`config.mk`:
```
export PLATFORM = sky130hd
export DESIGN_NAME = dual_led_dimmer_panel_control
export DESIGN_NICKNAME = d
export VERILOG_FILES = /design/src/dldp_pkg.sv /design/src/dldp_sensor.sv /design/src/dual_led_dimmer_panel_control.sv
export SDC_FILE = /design/constraint.sdc
export NUM_CORES = 1
export LEC_CHECK = 0
export BUFFER_PORTS_ARGS = -buffer_cell sky130_fd_sc_hd__buf_2
export CAP_MARGIN = 20
export CORE_AREA = 10 10 167 169
export CTS_CLUSTER_DIAMETER = 200
export DETAILED_ROUTE_END_ITERATION = 10
export DIE_AREA = 0 0 177 179
export PLACE_DENSITY_LB_ADDON = 0.05
export SLEW_MARGIN = 15
export SYNTH_ARGS = -nofsm -noshare
export SYNTH_HDL_FRONTEND = slang
export SYNTH_SLANG_ARGS = --single-unit
```
`constraint.sdc`:
```
create_clock -name clk_i -period 6.08 [get_ports clk_i]
set_clock_uncertainty 0.05 [all_clocks]
set_input_delay 0.608 -clock clk_i [delete_from_list [all_inputs] [get_ports clk_i]]
set_output_delay 0.608 -clock clk_i [all_outputs]
set_load 0.005 [all_outputs]
```
`src/dldp_pkg.sv`:
```
// Shared types, constants and the ramp function of the dimmer panel controller.
// No dependencies; imported by every module of the block.
`default_nettype none

package dldp_pkg;

  localparam int DutyBits  = 8;
  localparam int TimerBits = 16;
  localparam int CfgIdxBits = 3;

  typedef enum logic [1:0] {
    OP_TICK   = 2'd0,
    OP_KEY    = 2'd1,
    OP_SENSOR = 2'd2
  } opcode_e;

  // Register indexes on the configuration port
  localparam logic [CfgIdxBits-1:0] RegStepSize    = 3'd0;
  localparam logic [CfgIdxBits-1:0] RegMaxLevel    = 3'd1;
  localparam logic [CfgIdxBits-1:0] RegMinLevel    = 3'd2;
  localparam logic [CfgIdxBits-1:0] RegLockout     = 3'd3;
  localparam logic [CfgIdxBits-1:0] RegRampPeriod  = 3'd4;
  localparam logic [CfgIdxBits-1:0] RegStartLevel  = 3'd5;

  // Reset values of the configuration registers
  localparam logic [DutyBits-1:0]  StepSizeRst   = DutyBits'(25);
  localparam logic [DutyBits-1:0]  MaxLevelRst   = DutyBits'(250);
  localparam logic [DutyBits-1:0]  MinLevelRst   = DutyBits'(100);
  localparam logic [TimerBits-1:0] LockoutRst    = TimerBits'(500);
  localparam logic [DutyBits-1:0]  RampPeriodRst = DutyBits'(5);
  localparam logic [DutyBits-1:0]  StartLevelRst = '0;

  // Per-sensor control for one accepted transaction
  typedef struct packed {
    logic tick;
    logic mark;
  } sns_ctrl_t;

  // One ramp step of a channel duty toward the setpoint, or to zero when the channel is off
  function automatic logic [DutyBits-1:0] ramp_step(input logic [DutyBits-1:0] duty,
                                                   input logic [DutyBits-1:0] target,
                                                   input logic on);
    logic [DutyBits-1:0] res;
    res = duty;
    if (!on) begin
      res = '0;
    end else if (duty < target && duty != '1) begin
      res = duty + DutyBits'(1);
    end else if (duty > target) begin
      res = duty - DutyBits'(1);
    end
    return res;
  endfunction

endpackage

`default_nettype wire

```
`src/dldp_sensor.sv`:
```
// One magnet sensor: pending flag and saturating lockout timer.
// Depends on dldp_pkg.
`default_nettype none

module dldp_sensor (
  input  logic                            clk_i,
  input  logic                            rst_ni,
  input  dldp_pkg::sns_ctrl_t             ctrl_i,
  input  logic [dldp_pkg::TimerBits-1:0]  lockout_i,
  output logic                            fire_o
);
  import dldp_pkg::*;

  logic                 pending_q, pending_d;
  logic [TimerBits-1:0] elapsed_q, elapsed_d;
  logic [TimerBits-1:0] elapsed_inc;

  // saturate at the top of the timer
  assign elapsed_inc = (elapsed_q == '1) ? elapsed_q : elapsed_q + TimerBits'(1);
  assign fire_o = ctrl_i.tick && pending_q && (elapsed_inc > lockout_i);

  always_comb begin
    pending_d = pending_q;
    elapsed_d = elapsed_q;
    if (ctrl_i.tick) begin
      elapsed_d = fire_o ? '0 : elapsed_inc;
      if (fire_o) pending_d = 1'b0;
    end else if (ctrl_i.mark) begin
      pending_d = 1'b1;
    end
  end

  always_ff @(posedge clk_i or negedge rst_ni) begin
    if (!rst_ni) begin
      pending_q <= 1'b0;
      elapsed_q <= '0;
    end else begin
      pending_q <= pending_d;
      elapsed_q <= elapsed_d;
    end
  end

endmodule

`default_nettype wire

```
`src/dual_led_dimmer_panel_control.sv`:
```
// Dual LED dimmer panel controller: one transaction in, one result out, each cycle
// unless stalled. Depends on dldp_pkg and dldp_sensor.
//
// Every accepted transaction (tick, key snapshot or magnet event) updates the state
// in the cycle it is accepted and its result appears on the output register in the
// next cycle, so the block sustains one transaction per clock unless in_stall_o is
// raised (only while a result sits in the output register and out_stall_i holds it). The
// setpoint and saved level reset to the reset value of start_level (zero); a value
// written to start_level has no effect, since every reset reloads the default.
// Configuration writes are always ready and apply on the next clock.
`default_nettype none

module dual_led_dimmer_panel_control (
  input  logic                              clk_i,
  input  logic                              rst_ni,
  // configuration
  input  logic                              cfg_valid_i,
  output logic                              cfg_ready_o,
  input  logic [dldp_pkg::CfgIdxBits-1:0]   cfg_index_i,
  input  logic [dldp_pkg::TimerBits-1:0]    cfg_data_i,
  // input channel
  input  logic                              in_valid_i,
  output logic                              in_stall_o,
  input  logic [1:0]                        opcode_i,
  input  logic                              key_up_i,
  input  logic                              key_down_i,
  input  logic                              key_toggle_left_i,
  input  logic                              key_toggle_right_i,
  input  logic                              sensor_select_i,
  input  logic                              left_magnet_level_i,
  input  logic                              right_magnet_level_i,
  // output channel
  output logic                              out_valid_o,
  input  logic                              out_stall_i,
  output logic [dldp_pkg::DutyBits-1:0]     right_duty_o,
  output logic [dldp_pkg::DutyBits-1:0]     left_duty_o,
  output logic                              right_enabled_o,
  output logic                              left_enabled_o,
  output logic [dldp_pkg::DutyBits-1:0]     level_setpoint_o,
  output logic                              save_request_o
);
  import dldp_pkg::*;

  // configuration registers
  logic [DutyBits-1:0]  step_q, max_q, min_q, period_q;
  logic [TimerBits-1:0] lockout_q;

  // block state
  logic [DutyBits-1:0]  setpoint_q, setpoint_d;
  logic [DutyBits-1:0]  saved_q, saved_d;
  logic [DutyBits-1:0]  right_lvl_q, right_lvl_d;
  logic [DutyBits-1:0]  left_lvl_q, left_lvl_d;
  logic                 right_on_q, right_on_d;
  logic                 left_on_q, left_on_d;
  logic [DutyBits-1:0]  ramp_cnt_q, ramp_cnt_d;
  logic                 save_d;

  // output register
  logic                 out_valid_q;
  logic [DutyBits-1:0]  right_duty_q, left_duty_q, setpoint_out_q;
  logic                 right_en_q, left_en_q, save_q;

  logic                 accept;
  opcode_e              op;
  sns_ctrl_t            left_ctrl, right_ctrl;
  logic                 left_fire, right_fire;

  logic [DutyBits:0]    up_sum, dn_limit;
  logic [DutyBits-1:0]  sp_up;
  logic [DutyBits-1:0]  cnt_inc, period;

  assign cfg_ready_o = 1'b1;

  always_ff @(posedge clk_i or negedge rst_ni) begin
    if (!rst_ni) begin
      step_q    <= StepSizeRst;
      max_q     <= MaxLevelRst;
      min_q     <= MinLevelRst;
      lockout_q <= LockoutRst;
      period_q  <= RampPeriodRst;
    end else if (cfg_valid_i) begin
      case (cfg_index_i)
        RegStepSize:   step_q    <= cfg_data_i[DutyBits-1:0];
        RegMaxLevel:   max_q     <= cfg_data_i[DutyBits-1:0];
        RegMinLevel:   min_q     <= cfg_data_i[DutyBits-1:0];
        RegLockout:    lockout_q <= cfg_data_i;
        RegRampPeriod: period_q  <= cfg_data_i[DutyBits-1:0];
        // start_level only matters at reset, which restores its default
        RegStartLevel: ;
        default: ;
      endcase
    end
  end

  assign in_stall_o = out_valid_q && out_stall_i;
  assign accept     = in_valid_i && !in_stall_o;
  assign op         = opcode_e'(opcode_i);

  assign left_ctrl.tick  = accept && (op == OP_TICK);
  assign left_ctrl.mark  = accept && (op == OP_SENSOR) && !sensor_select_i;
  assign right_ctrl.tick = accept && (op == OP_TICK);
  assign right_ctrl.mark = accept && (op == OP_SENSOR) && sensor_select_i;

  dldp_sensor u_left_sensor (
    .clk_i     (clk_i),
    .rst_ni    (rst_ni),
    .ctrl_i    (left_ctrl),
    .lockout_i (lockout_q),
    .fire_o    (left_fire)
  );

  dldp_sensor u_right_sensor (
    .clk_i     (clk_i),
    .rst_ni    (rst_ni),
    .ctrl_i    (right_ctrl),
    .lockout_i (lockout_q),
    .fire_o    (right_fire)
  );

  // key arithmetic: up first, then down
  assign up_sum   = {1'b0, setpoint_q} + {1'b0, step_q};
  assign dn_limit = {1'b0, min_q} + {1'b0, step_q};
  assign sp_up    = !key_up_i ? setpoint_q
                  : (up_sum > {1'b0, max_q}) ? max_q : up_sum[DutyBits-1:0];

  // a zero period steps on every tick
  assign cnt_inc = ramp_cnt_q + DutyBits'(1);
  assign period  = (period_q == '0) ? DutyBits'(1) : period_q;

  always_comb begin
    setpoint_d  = setpoint_q;
    saved_d     = saved_q;
    right_lvl_d = right_lvl_q;
    left_lvl_d  = left_lvl_q;
    right_on_d  = right_on_q;
    left_on_d   = left_on_q;
    ramp_cnt_d  = ramp_cnt_q;
    save_d      = 1'b0;
    if (accept) begin
      case (op)
        OP_TICK: begin
          if (left_fire)  left_on_d  = !left_magnet_level_i;
          if (right_fire) right_on_d = !right_magnet_level_i;
          ramp_cnt_d = cnt_inc;
          if (cnt_inc >= period) begin
            ramp_cnt_d  = '0;
            right_lvl_d = ramp_step(right_lvl_q, setpoint_q, right_on_d);
            left_lvl_d  = ramp_step(left_lvl_q, setpoint_q, left_on_d);
          end
        end
        OP_KEY: begin
          setpoint_d = sp_up;
          if (key_down_i) begin
            setpoint_d = ({1'b0, sp_up} < dn_limit) ? min_q : sp_up - step_q;
          end
          if (key_toggle_left_i)  left_on_d  = !left_on_q;
          if (key_toggle_right_i) right_on_d = !right_on_q;
          if (setpoint_d != saved_q) begin
            saved_d = setpoint_d;
            save_d  = 1'b1;
          end
        end
        OP_SENSOR: ;
        default: ;
      endcase
    end
  end

  always_ff @(posedge clk_i or negedge rst_ni) begin
    if (!rst_ni) begin
      setpoint_q  <= StartLevelRst;
      saved_q     <= StartLevelRst;
      right_lvl_q <= '0;
      left_lvl_q  <= '0;
      right_on_q  <= 1'b0;
      left_on_q   <= 1'b0;
      ramp_cnt_q  <= '0;
      out_valid_q <= 1'b0;
    end else begin
      setpoint_q  <= setpoint_d;
      saved_q     <= saved_d;
      right_lvl_q <= right_lvl_d;
      left_lvl_q  <= left_lvl_d;
      right_on_q  <= right_on_d;
      left_on_q   <= left_on_d;
      ramp_cnt_q  <= ramp_cnt_d;
      if (accept) begin
        out_valid_q <= 1'b1;
      end else if (!out_stall_i) begin
        out_valid_q <= 1'b0;
      end
    end
  end

  // load the result of each accepted transaction, hold it otherwise
  always_ff @(posedge clk_i) begin
    if (accept) begin
      right_duty_q   <= right_lvl_d;
      left_duty_q    <= left_lvl_d;
      right_en_q     <= right_on_d;
      left_en_q      <= left_on_d;
      setpoint_out_q <= setpoint_d;
      save_q         <= save_d;
    end
  end

  assign out_valid_o      = out_valid_q;
  assign right_duty_o     = right_duty_q;
  assign left_duty_o      = left_duty_q;
  assign right_enabled_o  = right_en_q;
  assign left_enabled_o   = left_en_q;
  assign level_setpoint_o = setpoint_out_q;
  assign save_request_o   = save_q;

endmodule

`default_nettype wire

```
==> metrics.txt <==
EDFF count, synth=27; Post-Route Setup TNS=-0.201 ns; cell with the most instances after synthesis=nand2_1; worst slack at placement=-0.203 ns; power share of the sequential group=0.196; Worst setup EP type=flip-flop; First-pass DRT Iterations=7; vias in the first global route=8960; Max-cap violations=0; Total Power=7.48 mW; first-pass GRT wire length=49500 µm; CTS tree=done; min cycle time layout=6.12 ns; Post-Synthesis Cell Area=10800 µm²; outcome=finished, violations left; measured slew at the worst slew-check pin=0.859 ns; Top-Level Pins=63; P_leak=6.09 nW; clock sink count=152; area leader, netlist=dfrtp_1; warnings from Yosys=0; Core Region=24700 µm²; ANT nets after route=0; placed instance count=1610; CTS root buf=clkbuf_16; internal power=4.31 mW; Max Fanout on Critical Path=6; DIE AREA=31700 µm²; CTS max path bufs=2; failing checks=setup timing; DRC viols=0; Final period util=1.01; CP startpoint=setpoint_q[0]$_DFF_PN0_; grt ovf=0; chip width=177 µm; Avg WL per Cell=18.6 µm; RSZ-0062 raised after global routing=true; Worst-Skew Late Latency=0.44 ns; Max stage delay cell, worst path=dfrtp_1; worst endpoint required time=6.34 ns; post-synth top area share=0.243; Worst path max stage delay=0.41 ns; clk slew on worst S/H paths=0.08 ns; Power Dens Cells=570 nW/µm²; initial DRC count=626; kind of critical path=reg2reg; synth top area cells=dfrtp_1 (24%), ha_1 (12%), edfxtp_1 (7.5%); vias per cell=approximately 5.4; largest net degree at the start of global routing=75; VDD IR max=0.000312 V; logic gate share of total power=0.652; gpl congestion=0.883; WL final=roughly 31000 µm; DP HPWL=about 23000 µm; Die Ht=179 µm; port bufs=61; Slew Limit Fails=0; Sw Share=0.423; Post-synth ARST share=0.822; FP Rows=between 50 and 60; Max-slew headroom=0.426; Worst EP arrival=6.39 ns; Hold Crit Class=in2async; Hold Vio Cnt, Final=0; starting density of the core=0.437; Clk network pwr share=0.152; Synth Flop Type=dfrtp_1; final setup fails=7; Fmax=163 MHz; initial antenna violation count=0; Worst Setup Start Kind=flip-flop; Syn Inst Count=1181; number of nets in the layout=1466; post-synthesis cell type count=88; syn nets=around 1.3k; fin worst setup slack=-0.0436 ns; CTS Buf Count=17; Vias=a little over 9k; Sw Pwr=around 3.2 mW; Area Growth Syn to Fin=21.2%; # hold bufs at CTS=0; WP buf/inv=3; Global Route Usage Sum=0.198; Min Hold Slack=0.112 ns; Synth Register Bits=about 150; final cell count without fillers=1672; ANT cells=0; Seq/Total Area, Yosys=0.367; H-tree depth=4; most instantiated cells after synthesis=nand2_1 (159), o21ai_0 (108), dfrtp_1 (105); Mapped Avg Cell Area=9.16 µm²; CP delay by family, top=compound AO/OA/AOI/OAI gates; reg2reg start=setpoint_q[0]$_DFF_PN0_; share of cells above drive strength 1=0.244
-- metal layers --
layer  up-vias  global-route usage  share of wire
met4         0              0.0515          0.014
met2       143               0.300           0.44
met3        31              0.0383          0.037
met1      4413               0.282           0.51
li1       4522                   -              -
met5         -                   0              0
-- layout by cell type, fill, tap and decap left out, drive strengths merged, types with 7 or more instances in the layout --
cell type / Yosys / layout
dfstp: 20 / 20
o21ai: 117 / 117
and3: 14 / 14
buf: 6 / 166
inv: 77 / 83
a211oi: 9 / 9
dfrtp: 105 / 105
a31oi: 19 / 19
nor2b: 10 / 10
nand2: 159 / 159
a21oi: 39 / 39
clkbuf: 31 / 18
xor2: 30 / 30
mux2: 43 / 43
a21o: 36 / 36
o31ai: 15 / 15
nand3: 31 / 31
ha: 101 / 101
nand2b: 19 / 19
nand4: 27 / 27
o21a: 7 / 7
nor2: 74 / 74
xnor2: 41 / 41
nor3: 21 / 21
mux2i: 15 / 15
edfxtp: 27 / 27
-- registers in the layout (all words and copies together) (netlist names), 8 cells and up --
| register | cells |
|---|---|
| right_duty_o | 8 |
| ramp_cnt_q | 8 |
| u_left_sensor.elapsed_q | 16 |
| level_setpoint_o | 8 |
| u_right_sensor.elapsed_q | 16 |
| step_q | 8 |
| right_lvl_q | 8 |
| saved_q | 8 |
| left_duty_o | 8 |
| period_q | 8 |
| max_q | 8 |
| lockout_q | 16 |
| left_lvl_q | 8 |
| setpoint_q | 8 |
| min_q | 8 |
-- what timing repair did --
action,CTS,global route
pin swaps,25,24
setup buffers,26,5
endpoints found under the setup margin,11,22
gates resized for setup,32,21
hold endpoints to repair,0,0
-- stage by stage --
step,util,instance area [µm²]
floorplan,-,10900
global placement,0.485,12000
detailed placement,0.485,12000
CTS,0.524,13000
global route,0.530,13100
finish,0.530,13100
-- area by class of cell --
type                       instances  area, µm²
clock inverter                    14        181
tap                              330        413
sequential                       152       3960
timing repair buffer             166       1140
clock buffer                      18        429
inverter                          77        292
multi-input combinational        915       6690
fill                            2266      11600
-- cells by family after synthesis --
group           Yosys count  synth area share
fa+ha+maj               104             0.122
buf+inv                 114            0.0412
xor+xnor                 71            0.0582
flops                   152             0.367
simple gates            386             0.172
mux                      58            0.0604
compound gates          295             0.179
other cells               1          0.000347
-- path summary, 6_finish.rpt --
kind	end	slack, ns	cells past startpoint
worst min-delay path	u_left_sensor.elapsed_q[10]$_DFFE_PN0P_	0.11	1
max in group asynchronous	saved_q[0]$_DFFE_PN0P_	4.61	2
worst max-delay path	saved_q[4]$_DFFE_PN0P_	-0.04	27
worst min register to register	ramp_cnt_q[7]$_DFFE_PN0P_	0.45	2
min in group clk_i	out_valid_o$_DFFE_PN0P_	0.32	2
worst max register to register	saved_q[4]$_DFFE_PN0P_	-0.04	27
-- power groups by stage --
| stage | combinational (mW) | clock, mW | sequential, mW |
|---|---|---|---|
| after CTS | 4.54 | 1.16 | 1.46 |
| final | 4.87 | 1.14 | 1.46 |
| after global routing | 5.30 | 1.20 | 1.49 |
| after floorplan | 2.66 | 0 | 1.41 |
| after detailed placement | 3.93 | 0 | 1.48 |
| after global placement | 3.92 | 0 | 1.48 |
(Power assumes the default switching activity.)
